==> src/hw/rtl/apjb_pkg.sv <==
`timescale 1ns / 1ps
`default_nettype none
// ----------------------------------------------------------------------------
// apjb_pkg
// Shared constants, codes and control types of the audio packet jitter buffer.
// ----------------------------------------------------------------------------
package apjb_pkg;

    // default sizes
    localparam int RING_DEPTH_DEF = 32768;
    localparam int MAX_PACKET_DEF = 2048;

    // item function codes
    localparam logic [1:0] FUNC_BYTE = 2'd0;
    localparam logic [1:0] FUNC_PULL = 2'd1;
    localparam logic [1:0] FUNC_TICK = 2'd2;

    // packet status codes
    localparam logic [2:0] ST_NONE        = 3'd0;
    localparam logic [2:0] ST_ACCEPTED    = 3'd1;
    localparam logic [2:0] ST_BAD_MAGIC   = 3'd2;
    localparam logic [2:0] ST_BAD_VERSION = 3'd3;
    localparam logic [2:0] ST_TOO_SHORT   = 3'd4;
    localparam logic [2:0] ST_RAGGED      = 3'd5;
    localparam logic [2:0] ST_NO_ROOM     = 3'd6;

    // packet format
    localparam logic [15:0] PKT_MAGIC       = 16'h5A4B;
    localparam logic [7:0]  PKT_VERSION_MAX = 8'd1;
    localparam int          PKT_HEADER      = 20;
    localparam int          PKT_HDR_KEEP    = 3;

    // configuration register indexes
    localparam logic [1:0] CFG_IDLE_TIMEOUT  = 2'd0;
    localparam logic [1:0] CFG_START_FILL    = 2'd1;
    localparam logic [1:0] CFG_PERIOD_LENGTH = 2'd2;

    // configuration reset values
    localparam logic [15:0] IDLE_TIMEOUT_RST  = 16'd5;
    localparam logic [14:0] START_FILL_RST    = 15'd720;
    localparam logic [12:0] PERIOD_LENGTH_RST = 13'd240;

    localparam logic [15:0] SILENT_MAX = 16'hFFFF;

    typedef struct packed {
        logic       commit;
        logic [2:0] status;
    } pkt_ctl_t;

    typedef struct packed {
        logic pop;
        logic frame_real;
        logic playing;
        logic started;
    } play_ctl_t;

endpackage
`default_nettype wire

==> src/hw/rtl/apjb_playout.sv <==
`timescale 1ns / 1ps
`default_nettype none
// ----------------------------------------------------------------------------
// apjb_playout
// Pull side: start threshold, frame pop, period counting and the
// playing/idle decision from silence and elapsed seconds.
// ----------------------------------------------------------------------------
module apjb_playout #(
    parameter int RING_DEPTH = apjb_pkg::RING_DEPTH_DEF
) (
    input  wire logic                          clk,
    input  wire logic                          rst_n,
    input  wire logic                          pull,
    input  wire logic                          tick,
    input  wire logic [$clog2(RING_DEPTH)-1:0] fill,
    input  wire logic [31:0]                   rd_data,
    input  wire logic [15:0]                   idle_timeout,
    input  wire logic [14:0]                   start_fill,
    input  wire logic [12:0]                   period_length,
    output apjb_pkg::play_ctl_t                ctl
);

    localparam int AW = $clog2(RING_DEPTH);
    localparam int CW = (AW > 15) ? AW : 15;

    logic        started_reg, started_next;
    logic        playing_reg, playing_next;
    logic [15:0] silent_reg, silent_next;
    logic [12:0] pcount_reg, pcount_next;
    logic        audio_reg, audio_next;

    logic [12:0] pcount_inc;
    logic        fill_ge;

    assign fill_ge    = CW'(fill) >= CW'(start_fill);
    assign pcount_inc = pcount_reg + 13'd1;

    always_comb
    begin
        started_next = started_reg;
        playing_next = playing_reg;
        silent_next  = silent_reg;
        pcount_next  = pcount_reg;
        audio_next   = audio_reg;
        ctl          = '0;
        if (pull)
        begin
            if (!started_reg && fill_ge)
            begin
                started_next = 1'b1;
                playing_next = 1'b1;
                silent_next  = '0;
            end
            if (started_next)
            begin
                if (fill != '0)
                begin
                    ctl.pop        = 1'b1;
                    ctl.frame_real = 1'b1;
                    if (rd_data != '0)
                    begin
                        audio_next = 1'b1;
                    end
                end
                // end of period
                if (pcount_inc >= period_length)
                begin
                    if (audio_next)
                    begin
                        silent_next  = '0;
                        playing_next = 1'b1;
                    end
                    else if (playing_next && silent_next >= idle_timeout)
                    begin
                        playing_next = 1'b0;
                    end
                    pcount_next = '0;
                    audio_next  = 1'b0;
                end
                else
                begin
                    pcount_next = pcount_inc;
                end
            end
        end
        if (tick && silent_reg != apjb_pkg::SILENT_MAX)
        begin
            silent_next = silent_reg + 16'd1;
        end
        ctl.playing = playing_next;
        ctl.started = started_next;
    end

    always_ff @(posedge clk or negedge rst_n)
    begin
        if (!rst_n)
        begin
            started_reg <= 1'b0;
            playing_reg <= 1'b0;
            silent_reg  <= '0;
            pcount_reg  <= '0;
            audio_reg   <= 1'b0;
        end
        else
        begin
            started_reg <= started_next;
            playing_reg <= playing_next;
            silent_reg  <= silent_next;
            pcount_reg  <= pcount_next;
            audio_reg   <= audio_next;
        end
    end

endmodule
`default_nettype wire

==> config.mk <==
export PLATFORM = sky130hd
export DESIGN_NAME = apjb_playout
export DESIGN_NICKNAME = d
export VERILOG_FILES = /design/src/hw/rtl/apjb_pkg.sv /design/src/hw/rtl/apjb_playout.sv
export SDC_FILE = /design/constraint.sdc
export NUM_CORES = 1
export LEC_CHECK = 0
export BUFFER_PORTS_ARGS = -buffer_cell sky130_fd_sc_hd__buf_2
export CORE_MARGIN = 3
export CORE_UTILIZATION = 30
export DETAILED_ROUTE_END_ITERATION = 8
export PLACE_DENSITY = 0.54
export SLEW_MARGIN = 25
export SYNTH_ARGS = -nofsm -noshare
export SYNTH_HDL_FRONTEND = slang
export SYNTH_SLANG_ARGS = --single-unit
==> constraint.sdc <==
create_clock -name clk -period 5.5 [get_ports clk]
set_clock_uncertainty 0.2 [all_clocks]
set_input_delay 0.825 -clock clk [delete_from_list [all_inputs] [get_ports clk]]
set_output_delay 0.825 -clock clk [all_outputs]
set_load 0.005 [all_outputs]
==> reports/qor.csv <==
stage;metric;value;unit
global_routing;grt_pass1_wl;13.1;mm
global_routing;grt_pass1_vias;2923;
logic_synthesis;ys_warn_count;0;
clock_tree;hold_buffers;0;
placement;gp_congestion;0.841;
timing;min_period;5.03;ns
global_routing;grt_usage;0.140;
placement;portBuffers;98;
setup_path;startpoint;fill[0];
setup_path;r2r_end;silent_reg[13];
setup_path;path_class;primary input to output pin;
logic_synthesis;synth_area;3070;sq um
clock_tree;cts_setup_buffers;0;
cells_and_area;diodes;0;
timing;relSlewSlack;0.446;
clock_tree;cts_sinks;32;
clock_tree;clock_path_buffers;2;
clock_tree;cts_made_buffers;5;
global_routing;grt_overflow;0;
logic_synthesis;ys_seq_area_frac;0.261;
power_and_ir_drop;sw_frac_of_total;0.384;
setup_path;end_kind;output pin;
floorplanning;start_util;0.311;
floorplanning;row_count;36;
setup_path;slowest_delay;0.39;ns
run_status;status;finished clean;
logic_synthesis;syn_area_per_cell;8.06;sq um
clock_tree;clkLatencyLatePin;0.28;ns
clock_tree;cts_tree;built;
cells_and_area;final_cell_mix;98 x buf_2, 58 x inv_1, 46 x ha_1;
setup_path;arrival;4.01;ns
setup_path;crit_cells;18;
floorplanning;die_h;107;microns
logic_synthesis;synth_top_area_share;0.261;
job;drv_cap;0;
timing;worst_pin_slew;0.825;ns
cells_and_area;largest_reg_flops;16;
power_and_ir_drop;p_sw;0.370;mW
floorplanning;core;9860;sq um
clock_tree;htree_levels;2;
logic_synthesis;synth_cell_types;48;
power_and_ir_drop;clockPowerShare;0.196;
logic_synthesis;ys_ff_latch;32;
power_and_ir_drop;power_density;254;nW/um^2
clock_tree;cts_resized;0;
setup_path;crit_family;compound AO/OA/AOI/OAI gates;
detailed_routing;wire_per_inst;13.0;microns
clock_tree;clkSlewWorstSetupHoldPaths;0.07;ns
logic_synthesis;synthCells;381;
timing;setup_viol;0;
cells_and_area;nets;620;
setup_path;critPathMaxFanout;12;
power_and_ir_drop;vdd_drop_max;0.110;mV
cells_and_area;final_common_cell;buf_2;
cells_and_area;areaGrowthSynthToFinish;23.5;%
logic_synthesis;ys.flop_type;dfrtp_1;
setup_path;timing.rr.start;pcount_reg[0];
detailed_routing;drt.antenna.violating_nets;0;
logic_synthesis;synth.net_count;522;
logic_synthesis;ys_async_sr_fraction;1.00;
placement;hpwlAfterDp;6.61;mm
detailed_routing;wirelength;7.99;mm
detailed_routing;dr.first_iter.drc_count;106;
hold_path;hp-class;flip-flop to flip-flop;
setup_path;critPathLaunchType;primary input;
detailed_routing;drc;0;
power_and_ir_drop;p_int;0.593;mW
cells_and_area;fin_util;0.384;
timing;max_freq;0.199;GHz
global_routing;antenna_found_initial;0;
detailed_routing;drtPass1Iterations;4;
floorplanning;pin_count;99;
detailed_routing;via_per_inst;4.89;
setup_path;critical-path-slowest-cell;a311o_1;
timing;fin_setup_tns;0;ns
clock_tree;cts-root-buf;clkbuf_8;
logic_synthesis;synth_edf_count;0;
floorplanning;die-area;11500;sq um
power_and_ir_drop;seqPwrFrac;0.370;
timing;hold_viol;0;
floorplanning;fp.dieW;107;microns
detailed_routing;num_vias;2995;
power_and_ir_drop;p_comb_frac;0.433;
setup_path;crit_buf_inv;3;
global_routing;grt_max_degree;33;
setup_path;r2r_cells;12;
cells_and_area;drive_above_1_share;0.242;
timing;slew_viol_final;0;
setup_path;rrSetupSlack;1.84;ns
logic_synthesis;synth_top_area_cell;dfrtp_1;
power_and_ir_drop;leakage;1.95;nW
setup_path;cp.required;4.47;ns
timing;rsz0062_at_grt;no;
setup_path;cp_cell_sequence;buf_2, inv_1, ha_1, nand2b_1, a211oi_1, o21ai_0, a311o_1, nand2_1, nand2_1, ha_1, nand2b_1, a21o_1, a211oi_1, o21ai_0, a31oi_1, nor4b_1, o22ai_1, buf_2;
setup_path;endpoint;ctl[1];
timing;min_period_over_period;0.915;
logic_synthesis;synth_area_leaders;dfrtp_1 26%, ha_1 19%, inv_1 7.1%, o21ai_0 4.9%, xnor2_1 3.4%;
routing by layer:
layer	track usage	wire [microns]	vias to the layer above
met3	0.0253	470	8
met4	0.0228	46	0
met1	0.175	3610	1359
met2	0.253	3860	84
met5	0	0	-
li1	-	-	1544
power groups by stage:
stage | Sequential [mW] | Clock (mW) | Combinational [mW]
6_report | 0.356 | 0.189 | 0.417
5_1_grt | 0.367 | 0.205 | 0.489
4_1_cts | 0.355 | 0.196 | 0.425
3_5_place_dp | 0.359 | 0 | 0.423
3_3_place_gp | 0.359 | 0 | 0.411
2_1_floorplan | 0.344 | 0 | 0.306
kinds of logic (layout without fill, tap and decap cells):
family	count (synthesis)	count (layout)	synth area share
and+or+nand+nor	131	131	0.226
AOI/OAI and AO/OA	86	86	0.183
buffers and inverters	67	166	0.0864
adders and majority gates	46	46	0.187
DFF	32	32	0.261
xor gates and xnor gates	16	16	0.0456
muxes	3	3	0.0102
synthesized netlist by cell type (5+ instances only):
cell type and count:
a31oi_1 8, nor4_1 13, nor2_1 17, a211oi_1 5, nor3_1 9, nand4_1 7, nand2_1 27, ha_1 46
o21ai_0 30, dfrtp_1 32, and2_1 13, nand3_1 20, and3_1 7, a21oi_1 15, xnor2_1 12, nand2b_1 7
inv_1 58
cell type report:
type,count,area [sq um]
fillers,1030,6070
repair buffers,100,505
flip-flops and latches,32,801
well taps,133,166
clock buffers,8,90.1
multi-input cells,282,2010
inverters,58,218
stage by stage:
| step | cell area, sq um | setup slack, ns | power [mW] | hold slack (ns) | cells |
|---|---|---|---|---|---|
| after floorplan | 3070 | 0.752 | 0.650 | 0.285 | 381 |
| after global placement | 3700 | 0.465 | 0.769 | 0.309 | 605 |
| after detailed placement | 3700 | 0.418 | 0.782 | 0.318 | 605 |
| after CTS | 3790 | 0.407 | 0.977 | 0.332 | 613 |
| after global routing | 3790 | 0.109 | 1.06 | 0.353 | 613 |
| final | 3790 | 0.466 | 0.963 | 0.327 | 613 |
worst min path at each step:
stage	start	endpoint	slack, ns	depth (start not counted)
2_1_floorplan	started_reg	started_reg	0.28	1
3_3_place_gp	started_reg	started_reg	0.31	1
3_5_place_dp	started_reg	started_reg	0.32	1
4_1_cts	silent_reg[0]	silent_reg[0]	0.33	1
5_1_grt	silent_reg[0]	silent_reg[0]	0.35	1
6_report	started_reg	started_reg	0.33	1
Power figures use the tool's default switching activity.
