[src/hw/rtl/apjb_pkg.sv]
`timescale 1ns / 1ps
`default_nettype none
// ----------------------------------------------------------------------------
// apjb_pkg
// Shared constants, codes and control types of the audio packet jitter buffer.
// ----------------------------------------------------------------------------
package apjb_pkg;

    // default sizes
    localparam int RING_DEPTH_DEF = 32768;
    localparam int MAX_PACKET_DEF = 2048;

    // item function codes
    localparam logic [1:0] FUNC_BYTE = 2'd0;
    localparam logic [1:0] FUNC_PULL = 2'd1;
    localparam logic [1:0] FUNC_TICK = 2'd2;

    // packet status codes
    localparam logic [2:0] ST_NONE        = 3'd0;
    localparam logic [2:0] ST_ACCEPTED    = 3'd1;
    localparam logic [2:0] ST_BAD_MAGIC   = 3'd2;
    localparam logic [2:0] ST_BAD_VERSION = 3'd3;
    localparam logic [2:0] ST_TOO_SHORT   = 3'd4;
    localparam logic [2:0] ST_RAGGED      = 3'd5;
    localparam logic [2:0] ST_NO_ROOM     = 3'd6;

    // packet format
    localparam logic [15:0] PKT_MAGIC       = 16'h5A4B;
    localparam logic [7:0]  PKT_VERSION_MAX = 8'd1;
    localparam int          PKT_HEADER      = 20;
    localparam int          PKT_HDR_KEEP    = 3;

    // configuration register indexes
    localparam logic [1:0] CFG_IDLE_TIMEOUT  = 2'd0;
    localparam logic [1:0] CFG_START_FILL    = 2'd1;
    localparam logic [1:0] CFG_PERIOD_LENGTH = 2'd2;

    // configuration reset values
    localparam logic [15:0] IDLE_TIMEOUT_RST  = 16'd5;
    localparam logic [14:0] START_FILL_RST    = 15'd720;
    localparam logic [12:0] PERIOD_LENGTH_RST = 13'd240;

    localparam logic [15:0] SILENT_MAX = 16'hFFFF;

    typedef struct packed {
        logic       commit;
        logic [2:0] status;
    } pkt_ctl_t;

    typedef struct packed {
        logic pop;
        logic frame_real;
        logic playing;
        logic started;
    } play_ctl_t;

endpackage
`default_nettype wire

[src/hw/rtl/apjb_packet.sv]
`timescale 1ns / 1ps
`default_nettype none
// ----------------------------------------------------------------------------
// apjb_packet
// Packet byte parser: header capture, frame assembly, tentative ring writes
// and the end-of-packet verdict.
// ----------------------------------------------------------------------------
module apjb_packet #(
    parameter int RING_DEPTH = apjb_pkg::RING_DEPTH_DEF,
    parameter int MAX_PACKET = apjb_pkg::MAX_PACKET_DEF
) (
    input  wire logic                                clk,
    input  wire logic                                rst_n,
    input  wire logic                                en,
    input  wire logic [7:0]                          data_byte,
    input  wire logic                                last_byte,
    input  wire logic [$clog2(RING_DEPTH)-1:0]       wr_ptr,
    input  wire logic [$clog2(RING_DEPTH)-1:0]       fill,
    output logic                                     ram_we,
    output logic      [$clog2(RING_DEPTH)-1:0]       ram_addr,
    output logic      [31:0]                         ram_data,
    output logic      [$clog2(MAX_PACKET/4+1)-1:0]   commit_frames,
    output apjb_pkg::pkt_ctl_t                       ctl
);

    localparam int AW = $clog2(RING_DEPTH);
    localparam int SW = AW + 1;
    localparam int BW = $clog2(MAX_PACKET + 1);
    localparam int PW = $clog2(MAX_PACKET / 4 + 1);

    logic [BW-1:0] count_reg, count_next;
    logic [23:0]   header_reg, header_next;
    logic [23:0]   asm_reg, asm_next;
    logic [PW-1:0] pend_reg, pend_next;
    logic          lost_reg, lost_next;

    logic [BW-1:0] rel_pos;
    logic [BW-1:0] rel_end;
    logic [1:0]    k;
    logic [SW-1:0] room_sum;
    logic [SW-1:0] addr_sum;
    logic          in_range;

    assign in_range = count_reg < BW'(MAX_PACKET);
    assign rel_pos  = count_reg - BW'(apjb_pkg::PKT_HEADER);
    assign k        = rel_pos[1:0];
    assign room_sum = SW'(fill) + SW'(pend_reg);
    assign ram_data = {data_byte, asm_reg};

    // tentative slot sits pend_reg frames past the committed write pointer
    always_comb
    begin
        addr_sum = SW'(wr_ptr) + SW'(pend_reg);
        if (addr_sum >= SW'(RING_DEPTH))
        begin
            addr_sum = addr_sum - SW'(RING_DEPTH);
        end
        ram_addr = addr_sum[AW-1:0];
    end

    always_comb
    begin
        count_next    = count_reg;
        header_next   = header_reg;
        asm_next      = asm_reg;
        pend_next     = pend_reg;
        lost_next     = lost_reg;
        ram_we        = 1'b0;
        commit_frames = pend_reg;
        rel_end       = '0;
        ctl           = '0;
        if (en)
        begin
            if (in_range)
            begin
                count_next = count_reg + BW'(1);
                if (count_reg < BW'(apjb_pkg::PKT_HDR_KEEP))
                begin
                    header_next[8*count_reg[1:0] +: 8] = data_byte;
                end
                else if (count_reg >= BW'(apjb_pkg::PKT_HEADER))
                begin
                    if (k != 2'd3)
                    begin
                        asm_next[8*k +: 8] = data_byte;
                    end
                    else
                    begin
                        asm_next = '0;
                        if (!lost_reg && room_sum < SW'(RING_DEPTH - 1))
                        begin
                            ram_we    = 1'b1;
                            pend_next = pend_reg + PW'(1);
                        end
                        else
                        begin
                            lost_next = 1'b1;
                        end
                    end
                end
            end
            if (last_byte)
            begin
                rel_end       = count_next - BW'(apjb_pkg::PKT_HEADER);
                commit_frames = pend_next;
                if (count_next <= BW'(apjb_pkg::PKT_HEADER))
                begin
                    ctl.status = apjb_pkg::ST_TOO_SHORT;
                end
                else if (header_next[15:0] != apjb_pkg::PKT_MAGIC)
                begin
                    ctl.status = apjb_pkg::ST_BAD_MAGIC;
                end
                else if (header_next[23:16] > apjb_pkg::PKT_VERSION_MAX)
                begin
                    ctl.status = apjb_pkg::ST_BAD_VERSION;
                end
                else if (rel_end[1:0] != 2'd0)
                begin
                    ctl.status = apjb_pkg::ST_RAGGED;
                end
                else if (lost_next)
                begin
                    ctl.status = apjb_pkg::ST_NO_ROOM;
                end
                else
                begin
                    ctl.status = apjb_pkg::ST_ACCEPTED;
                    ctl.commit = 1'b1;
                end
                count_next  = '0;
                header_next = '0;
                asm_next    = '0;
                pend_next   = '0;
                lost_next   = 1'b0;
            end
        end
    end

    always_ff @(posedge clk or negedge rst_n)
    begin
        if (!rst_n)
        begin
            count_reg  <= '0;
            header_reg <= '0;
            asm_reg    <= '0;
            pend_reg   <= '0;
            lost_reg   <= 1'b0;
        end
        else
        begin
            count_reg  <= count_next;
            header_reg <= header_next;
            asm_reg    <= asm_next;
            pend_reg   <= pend_next;
            lost_reg   <= lost_next;
        end
    end

endmodule
`default_nettype wire

[config.mk]
export PLATFORM = sky130hd
export DESIGN_NAME = apjb_packet
export DESIGN_NICKNAME = d
export VERILOG_FILES = /design/src/hw/rtl/apjb_pkg.sv /design/src/hw/rtl/apjb_packet.sv
export SDC_FILE = /design/constraint.sdc
export NUM_CORES = 1
export LEC_CHECK = 0
export CELL_PAD_IN_SITES_DETAIL_PLACEMENT = 1
export CELL_PAD_IN_SITES_GLOBAL_PLACEMENT = 1
export CORE_MARGIN = 1.5
export CORE_UTILIZATION = 30
export CTS_BUF_LIST = sky130_fd_sc_hd__clkbuf_16
export DETAILED_ROUTE_END_ITERATION = 6
export DONT_BUFFER_PORTS = 1
export GPL_TIMING_DRIVEN = 0
export PLACE_DENSITY_LB_ADDON = 0.2
export SKIP_CTS_REPAIR_TIMING = 1
export SLEW_MARGIN = 30
export SYNTH_ARGS = -nofsm -noshare
export SYNTH_HDL_FRONTEND = slang
export SYNTH_SLANG_ARGS = --single-unit
export TNS_END_PERCENT = 30
[constraint.sdc]
create_clock -name clk -period 4.01 [get_ports clk]
set_input_delay 0.802 -clock clk [delete_from_list [all_inputs] [get_ports clk]]
set_output_delay 0.802 -clock clk [all_outputs]
set_load 0.005 [all_outputs]
==> results of run 1 <==
==> area by class of cell <==
type / count / area [um2]
tap: 225 / 281.5
clock inverter: 6 / 80.08
fill: 2062 / 11130
buffer: 50 / 242.7
sequential: 70 / 1755
timing repair buffer: 8 / 77.57
inverter: 23 / 86.33
multi-input combinational: 483 / 3296
clock buffer: 9 / 225.2
antenna: 1 / 2.502
==> worst max-delay path, delay by kind of cell, from the launching register on <==
kind	cells	cell delay, ns
xor gates and xnor gates	1	0.24
and+or+nand+nor	3	0.82
adders and majority gates	2	0.61
DFF	1	0.45
buffers and inverters	3	0.31
AOI/OAI and AO/OA	4	0.82
==> worst paths after layout <==
check                                         from  depth (start not counted)  slack, ns                       to
max                        pend_reg[0]$_DFFE_PN0P_                         13      -0.39         commit_frames[5]
min                                          rst_n                          0       0.15  asm_reg[22]$_DFFE_PN0P_
min in group clk           asm_reg[14]$_DFFE_PN0P_                          2       0.51  asm_reg[14]$_DFFE_PN0P_
max reg2reg                pend_reg[8]$_DFFE_PN0P_                         13       0.49  pend_reg[9]$_DFFE_PN0P_
max in group asynchronous                    rst_n                          0       3.73  pend_reg[4]$_DFFE_PN0P_
min reg2reg                asm_reg[14]$_DFFE_PN0P_                          2       0.51  asm_reg[14]$_DFFE_PN0P_
==> cell usage after synthesis, types with 5 or more instances <==
library cell	count	area share, %
nand2_1	90	6.4
a31oi_1	7	0.83
nand3_1	15	1.4
clkbuf_1	32	2.3
nor2_1	40	2.9
mux2i_1	6	1.1
a21o_1	7	1.0
nor3_1	15	1.4
and3_1	14	1.7
nor2b_1	7	0.83
a22oi_1	25	3.6
o21ai_0	36	3.4
nand4_1	7	0.83
o22ai_1	8	0.95
nor4_1	7	0.83
o311ai_1	7	1.2
buf_4	8	1.1
ha_1	25	6.0
or4_1	7	1.0
xnor2_1	19	3.2
o21ai_1	6	0.57
a21oi_1	24	2.3
inv_1	22	1.6
o211ai_1	5	0.71
o2bb2ai_1	30	5.0
nand2b_1	5	0.60
xor2_1	12	2.0
dfrtp_1	70	33
==> logic make-up (layout without fill, tap and decap cells) <==
logic type | count (synthesis) | in the layout | synth area share (%)
AND/OR/NAND/NOR | 232 | 232 | 21.96
AO/OA/AOI/OAI | 186 | 186 | 25.22
buffers and inverters | 73 | 96 | 6.239
flip-flops | 70 | 70 | 33.34
XOR/XNOR | 31 | 31 | 5.168
adder cells (fa/ha/maj) | 27 | 27 | 6.716
multiplexers | 7 | 7 | 1.357
other | 0 | 1 | 0
==> power breakdown <==
part | switching (mW) | internal, mW | total, mW
clock | 0.315 | 0.536 | 0.851
sequential | 0.0729 | 0.774 | 0.847
combinational | 0.406 | 0.252 | 0.658
==> layer usage <==
layer | wire length (um) | track usage (%) | up-vias | part of all wire, %
li1 | - | - | 2325 | -
met1 | 8019 | 25.48 | 2403 | 47
met2 | 7972 | 30.56 | 112 | 46
met3 | 1044 | 5.125 | 11 | 6.1
met4 | 143 | 4.361 | 0 | 0.83
met5 | 0 | 0 | - | 0
==> results.json, run 1 <==
{
  "status": "finished with violations",
  "violations": "negative setup slack",
  "cts_max_path_buffers": 2,
  "grt_pass1_wl_mm": 27.27,
  "period_share_pct": 109.8,
  "core-area_um2": 17180,
  "hold_viol": 0,
  "antenna_left": 0,
  "tns_ns": -3.833,
  "firstDrtPassIters": 5,
  "antenna_found_initial": 1,
  "setup_viol": 15,
  "fin_cells": 875,
  "die_height_um": 135.3,
  "areaGrowthSynthToFinish_pct": 15.10,
  "power_density_nw_per_um2": 389.6,
  "crit_type": "reg2out",
  "critPathLaunchType": "flop",
  "synthesis.area_um2": 5254,
  "layout_common_cells": "nand2_1, dfrtp_1, nor2_1",
  "crit_top_cell": "o311ai_2",
  "synth_edf_count": 0,
  "finClkSkew_ns": 0.008336,
  "crit_slowest_cell": "or4_4",
  "slowest_delay_ns": 0.63,
  "relSlewSlack_pct": 38.43,
  "end_kind": "primary output",
  "setup_ws_ns": -0.3917,
  "dp_hpwl_mm": 12.74,
  "cp_max_fo": 6,
  "cts_tree": "done",
  "drt_iter0_markers": 183,
  "cts_buffers": 9,
  "clk_pin_slew_worst_paths_ns": 0.06,
  "finalCriticalPeriod_ns": 4.402,
  "async_reset_ff_share_pct": 100.0,
  "hp-class": "in2async",
  "wirelength_mm": 17.18,
  "fin_area_um2": 6047,
  "gp_congestion": 0.9078,
  "syn_avg_cell_area_um2": 8.393,
  "rows": 48,
  "slew_violations": 0,
  "cts.sinks": 70,
  "synth.distinct_cells": 68,
  "worst_pin_slew_ns": 0.9165,
  "p_leak_nw": 2.413,
  "required_ns": 3.21,
  "cts-root-buf": "clkbuf_16",
  "die_area_um2": 18320,
  "grt_pass1_vias": 4979,
  "die_w_um": 135.3,
  "dp_slack_ns": -0.5387,
  "hold_ws_ns": 0.1531,
  "crit_chain": "ha_4 > inv_2 > fa_2 > a2111oi_4 > o311ai_2 > a211oi_2 > o311ai_2 > or4_4 > nand3_4 > buf_6 > buf_8 > nor3_1 > xnor2_1",
  "ys_ff_latch": 70,
  "placed_cell_area_um2": 5560,
  "fin_util_pct": 35.21,
  "largest_reg_flops": 24,
  "drcViolationCount": 0,
  "avgRoutedWirePerCell_um": 19.63,
  "cap_viol_max_count": 0,
  "grt_start_max_net_pins": 71,
  "synthFlopType": "dfrtp_1",
  "rsz0062_at_grt": "yes",
  "netlist_instances": 626,
  "gr-total-overflow": 0,
  "track_usage_pct": 19.02,
  "htreeDepth": 3,
  "vias": 4851,
  "synth_nets": 695,
  "layout.cells.most_common": "nand2_1",
  "place_inst": 851,
  "worstSkewPairLatency_ns": 0.34,
  "nets": 714,
  "initial_core_util_pct": 30.59,
  "ios": 104,
  "vias_per_cell": 5.544,
  "vdd_ir_drop_max_mv": 0.2617,
  "drive_above_1_share_pct": 10.94,
  "synth_warnings": 0,
  "arrival_ns": 3.60,
  "io_buffers": 0,
  "power_mw": 2.356,
  "ys_seq_area_share_pct": 33.34,
  "fmax_ghz": 0.2272
}
Note: power is estimated with default switching activity, not from simulation.
==> run 2: changes to the inputs <==
Settings changed: CORE_UTILIZATION 30 to 45, CTS_BUF_LIST sky130_fd_sc_hd__clkbuf_16 to sky130_fd_sc_hd__clkbuf_8, SKIP_CTS_REPAIR_TIMING 1 to default.
==> run 2 against run 1 <==
The run still ends with negative setup slack left. Total power down 9.9%. Flip-flop and latch count unchanged. Non-clock buffer count up 4. Cell count down 8.9%. Worst setup slack better by 0.091 ns. Maximum frequency up 2.1%. Core utilization up 17 points. Sequential power about the same. Count of clock-buffer cells in the layout unchanged. Via count up 4.3%. Largest power group is now sequential cells.
==> results.json, run 2 (same netlist as run 1, synthesis figures left out) <==
{
  "grt_pass1_vias": 5146,
  "gp_congestion": 0.9214,
  "use_met2_pct": 44.03,
  "grt.met1_usage_pct": 34.95,
  "drt_iter0_markers": 391,
  "hold_viol": 0,
  "core-area_um2": 11420,
  "initial_core_util_pct": 46.01,
  "status": "finished with violations",
  "layout.cells.most_common": "nand2_1",
  "avgRoutedWirePerCell_um": 20.85,
  "drcViolationCount": 0,
  "antenna_found_initial": 0,
  "die_area_um2": 12330,
  "grt_start_max_net_pins": 71,
  "placed_cell_area_um2": 5458,
  "cts.sinks": 70,
  "end_kind": "primary output",
  "io_buffers": 0,
  "grt_pass1_wl_mm": 26.79,
  "crit_type": "in2out",
  "power_mw": 2.123,
  "cp_max_fo": 5,
  "htreeDepth": 3,
  "ctsHoldBuffers": 0,
  "dp_hpwl_mm": 11.94,
  "fin_area_um2": 5977,
  "rsz0062_at_grt": "yes",
  "vdd_ir_drop_max_mv": 0.2128,
  "vias_per_cell": 6.348,
  "num_antenna_cells": 0,
  "clk_pin_slew_worst_paths_ns": 0.09,
  "seq_area_um2": 1758,
  "grt-busiest-layer": "met2",
  "cap_viol_max_count": 0,
  "period_share_pct": 107.5,
  "grtUsageMet3_pct": 5.850,
  "power_density_nw_per_um2": 355.2,
  "cts_max_path_buffers": 2,
  "antenna_left": 0,
  "die_w_um": 111.1,
  "track_usage_pct": 26.61,
  "cts_buffers": 9,
  "largest_reg_flops": 24,
  "finClkSkew_ns": 0.01329,
  "multiInputGateArea_um2": 3388,
  "violations": "negative setup slack",
  "slew_violations": 0,
  "hp-class": "in2async",
  "gr-total-overflow": 0,
  "drive_above_1_share_pct": 14.22,
  "arrival_ns": 3.51,
  "wirelength_mm": 16.62,
  "tns_ns": -3.690,
  "cts-root-buf": "clkbuf_8",
  "p_leak_nw": 2.414,
  "nets": 718,
  "nFillCells": 1366,
  "die_height_um": 111.1,
  "relSlewSlack_pct": 39.36,
  "critPathLaunchType": "input pin",
  "rows": 39,
  "fmax_ghz": 0.2320,
  "finalCriticalPeriod_ns": 4.310,
  "ios": 104,
  "firstDrtPassIters": 4,
  "worst_pin_slew_ns": 0.9027,
  "vias": 5059,
  "cts_tree": "done",
  "areaGrowthSynthToFinish_pct": 13.77,
  "required_ns": 3.21,
  "setup_ws_ns": -0.3003,
  "worstSkewPairLatency_ns": 0.36,
  "layout_common_cells": "nand2_1, dfrtp_1, nor2_1",
  "setup_viol": 15
}
run 2: changes by cell type in the layout (fill, tap and decap cells not counted), moves of 3 or more:
cell / before / now
clkbuf_16: 10 / 1
clkbuf_8: 0 / 9
a21oi_1: 24 / 21
a21oi_2: 1 / 4
run 2: final timing paths:
check | from | end | slack, ns | cells past startpoint
max in group asynchronous | rst_n | header_reg[12]$_DFFE_PN0P_ | 3.76 | 0
hold / removal | rst_n | pend_reg[5]$_DFFE_PN0P_ | 0.12 | 0
hold reg to reg | asm_reg[7]$_DFFE_PN0P_ | asm_reg[7]$_DFFE_PN0P_ | 0.51 | 2
setup reg to reg | pend_reg[0]$_DFFE_PN0P_ | pend_reg[6]$_DFFE_PN0P_ | 0.62 | 13
min in group clk | asm_reg[7]$_DFFE_PN0P_ | asm_reg[7]$_DFFE_PN0P_ | 0.51 | 2
setup / recovery | fill[0] | commit_frames[4] | -0.30 | 14
run 2: metal layers:
layer  vias to the layer above  wire length (um)  part of all wire, %
met3                        21               882                  5.3
met2                       147              8073                   49
li1                       2332                 -                    -
met1                      2559              7382                   44
met4                         0               282                  1.7
met5                         -                 0                    0
run 2: area by class of cell:
cell class | instances | area share (%)
Sequential cell | 70 | 29.41
Clock inverter | 7 | 1.340
Inverter | 23 | 1.444
Tap cell | 143 | 2.994
Multi-Input combinational cell | 483 | 56.69
Buffer | 50 | 4.061
Clock buffer | 9 | 2.072
Timing Repair Buffer | 12 | 1.989
run 2: metrics by stage:
stage               util [%]  setup slack [ns]  hold slack, ns  cells
floorplan                  -          -0.04299          0.4733    626
global placement       47.80           -0.4033          0.4907    769
detailed placement     47.80           -0.4703          0.4965    769
CTS                    50.67           -0.3044          0.1104    790
global route           52.34           -0.4190          0.1089    797
finish                 52.34           -0.3003          0.1214    797
run 2: power breakdown:
| part | switching (mW) | internal [mW] | total, mW |
|---|---|---|---|
| Sequential | 0.0735 | 0.772 | 0.846 |
| Clock | 0.314 | 0.294 | 0.607 |
| Combinational | 0.412 | 0.259 | 0.670 |
run 2: critical path, cell delays in order:
cell       delay [ns]
ha_4             0.12
inv_2            0.03
fa_2             0.35
and2b_2          0.28
o22ai_4          0.09
xor2_2           0.16
a2111oi_4        0.36
o311ai_2         0.16
or4_4            0.49
nand3_4          0.13
buf_6            0.12
buf_8            0.11
nor3_1           0.06
xor2_1           0.23
run 2: what timing repair did:
action	4_1_cts	5_1_grt
pin swaps	7	5
gates cloned	0	1
setup endpoints to repair	17	17
resized for setup	15	27
buffers inserted	5	6
endpoints found under the hold margin	0	0
==> run 3: changes to the inputs <==
Settings changed: CAP_MARGIN from default to 20, SETUP_SLACK_MARGIN from default to 0.15.
==> run 3 against run 2 <==
Maximum frequency is essentially flat. Worst setup slack worse by 0.0028 ns. Via count decreased by 0.45%. The flow still finishes with violations (negative setup slack). Global-route usage is the same. Hold slack got worse by 0.0020 ns. Clock skew barely moved. Clock power is essentially flat. Sequential power about the same. First-iteration DRC count shrank 2.8%. Cell count unchanged. Register-to-register slack barely moved. Wire length down 0.29%.
==> results.json, run 3 (same netlist as run 1, synthesis figures left out) <==
{
  "relSlewSlack_pct": 38.67,
  "ctsHoldBuffers": 0,
  "vias_per_cell": 6.319,
  "vdd_ir_drop_max_mv": 0.2120,
  "end_kind": "primary output",
  "setup_viol": 15,
  "multiInputGateArea_um2": 3410,
  "p_leak_nw": 2.419,
  "dp_hpwl_mm": 11.94,
  "worstSkewPairLatency_ns": 0.37,
  "power_mw": 2.123,
  "arrival_ns": 3.51,
  "placed_cell_area_um2": 5458,
  "hold_viol": 0,
  "drcViolationCount": 0,
  "finClkSkew_ns": 0.01305,
  "cts.sinks": 70,
  "rows": 39,
  "power_density_nw_per_um2": 353.9,
  "critPathLaunchType": "input pin",
  "slew_violations": 0,
  "nFillCells": 1360,
  "period_share_pct": 107.6,
  "antenna_left": 0,
  "ios": 104,
  "cts_max_path_buffers": 2,
  "hp-class": "in2async",
  "gp_congestion": 0.9214,
  "grt_pass1_vias": 5146,
  "nets": 718,
  "die_area_um2": 12330,
  "vias": 5036,
  "fmax_ghz": 0.2319,
  "clk_pin_slew_worst_paths_ns": 0.09,
  "initial_core_util_pct": 46.01,
  "drive_above_1_share_pct": 14.68,
  "io_buffers": 0,
  "violations": "negative setup slack",
  "seq_area_um2": 1758,
  "gr-total-overflow": 0,
  "cts-root-buf": "clkbuf_8",
  "layout_common_cells": "nand2_1, dfrtp_1, nor2_1",
  "status": "finished with violations",
  "drt_iter0_markers": 380,
  "cts_tree": "done",
  "fin_util_pct": 52.53,
  "antenna_found_initial": 0,
  "avgRoutedWirePerCell_um": 20.79,
  "die_w_um": 111.1,
  "finalCriticalPeriod_ns": 4.313,
  "track_usage_pct": 26.61,
  "fin_area_um2": 5998,
  "cap_viol_max_count": 0,
  "firstDrtPassIters": 5,
  "largest_reg_flops": 24,
  "grt_pass1_wl_mm": 26.79,
  "cp_max_fo": 5,
  "htreeDepth": 3,
  "wirelength_mm": 16.57,
  "crit_type": "in2out",
  "required_ns": 3.21,
  "core-area_um2": 11420,
  "areaGrowthSynthToFinish_pct": 14.17,
  "setup_ws_ns": -0.3031,
  "worst_pin_slew_ns": 0.9130,
  "cts_buffers": 9,
  "grt_start_max_net_pins": 71,
  "rsz0062_at_grt": "yes",
  "layout.cells.most_common": "nand2_1",
  "die_height_um": 111.1,
  "num_antenna_cells": 0
}
run 3: final cells by class:
class | instances | share of cell area, %
repair buffers | 12 | 1.982
multi-input cells | 483 | 56.84
plain buffers | 50 | 4.047
flip-flops and latches | 70 | 29.31
clock inverters | 7 | 1.335
well taps | 143 | 2.983
clock buffers | 9 | 2.065
inverters | 23 | 1.439
run 3: routing by layer:
layer	share of wire [%]	track usage (%)	wire, um	vias up
li1	-	-	-	2334
met5	0	0	0	-
met2	49	44.03	8090	138
met1	44	34.95	7276	2539
met4	1.7	8.101	285	0
met3	5.5	5.850	919	25
run 3: per-stage QoR:
| stage | std cells | hold slack (ns) | setup WS, ns | TNS (ns) |
|---|---|---|---|---|
| 2_1_floorplan | 626 | 0.4733 | -0.04299 | -0.2629 |
| 3_3_place_gp | 769 | 0.4907 | -0.4033 | -3.490 |
| 3_5_place_dp | 769 | 0.4965 | -0.4703 | -4.620 |
| 4_1_cts | 790 | 0.1104 | -0.3044 | -3.325 |
| 5_1_grt | 797 | 0.1089 | -0.4191 | -5.418 |
| 6_report | 797 | 0.1194 | -0.3031 | -3.682 |
run 3: repair_timing:
| item | 4_1_cts | 5_1_grt |
|---|---|---|
| buffers inserted | 5 | 6 |
| cloned | 0 | 1 |
| endpoints found under the hold margin | 0 | 0 |
| pin swaps | 7 | 5 |
| endpoints found under the setup margin | 17 | 19 |
| gates resized for setup | 16 | 30 |
run 3: path summary, 6_finish.rpt:
path | start | end | slack [ns] | cells past startpoint
max | fill[0] | commit_frames[8] | -0.30 | 13
min in group clk | asm_reg[7]$_DFFE_PN0P_ | asm_reg[7]$_DFFE_PN0P_ | 0.51 | 2
min | rst_n | pend_reg[5]$_DFFE_PN0P_ | 0.12 | 0
min reg2reg | asm_reg[7]$_DFFE_PN0P_ | asm_reg[7]$_DFFE_PN0P_ | 0.51 | 2
max reg2reg | pend_reg[0]$_DFFE_PN0P_ | pend_reg[6]$_DFFE_PN0P_ | 0.61 | 13
max in group asynchronous | rst_n | header_reg[14]$_DFFE_PN0P_ | 3.75 | 0
run 3: worst max-delay path, cell delays in order:
cell and delay (ns):
ha_4 0.12, inv_2 0.03, fa_2 0.35, and2b_2 0.28, o22ai_4 0.09, xor2_2 0.16
a2111oi_4 0.36, o311ai_2 0.16, or4_4 0.50, buf_6 0.16, nand4_1 0.21, or3_4 0.18
xnor2_2 0.11
run 3: report_power, final:
group,switching (mW),internal [mW]
combinational,0.412,0.260
clock,0.312,0.293
sequential,0.0732,0.772
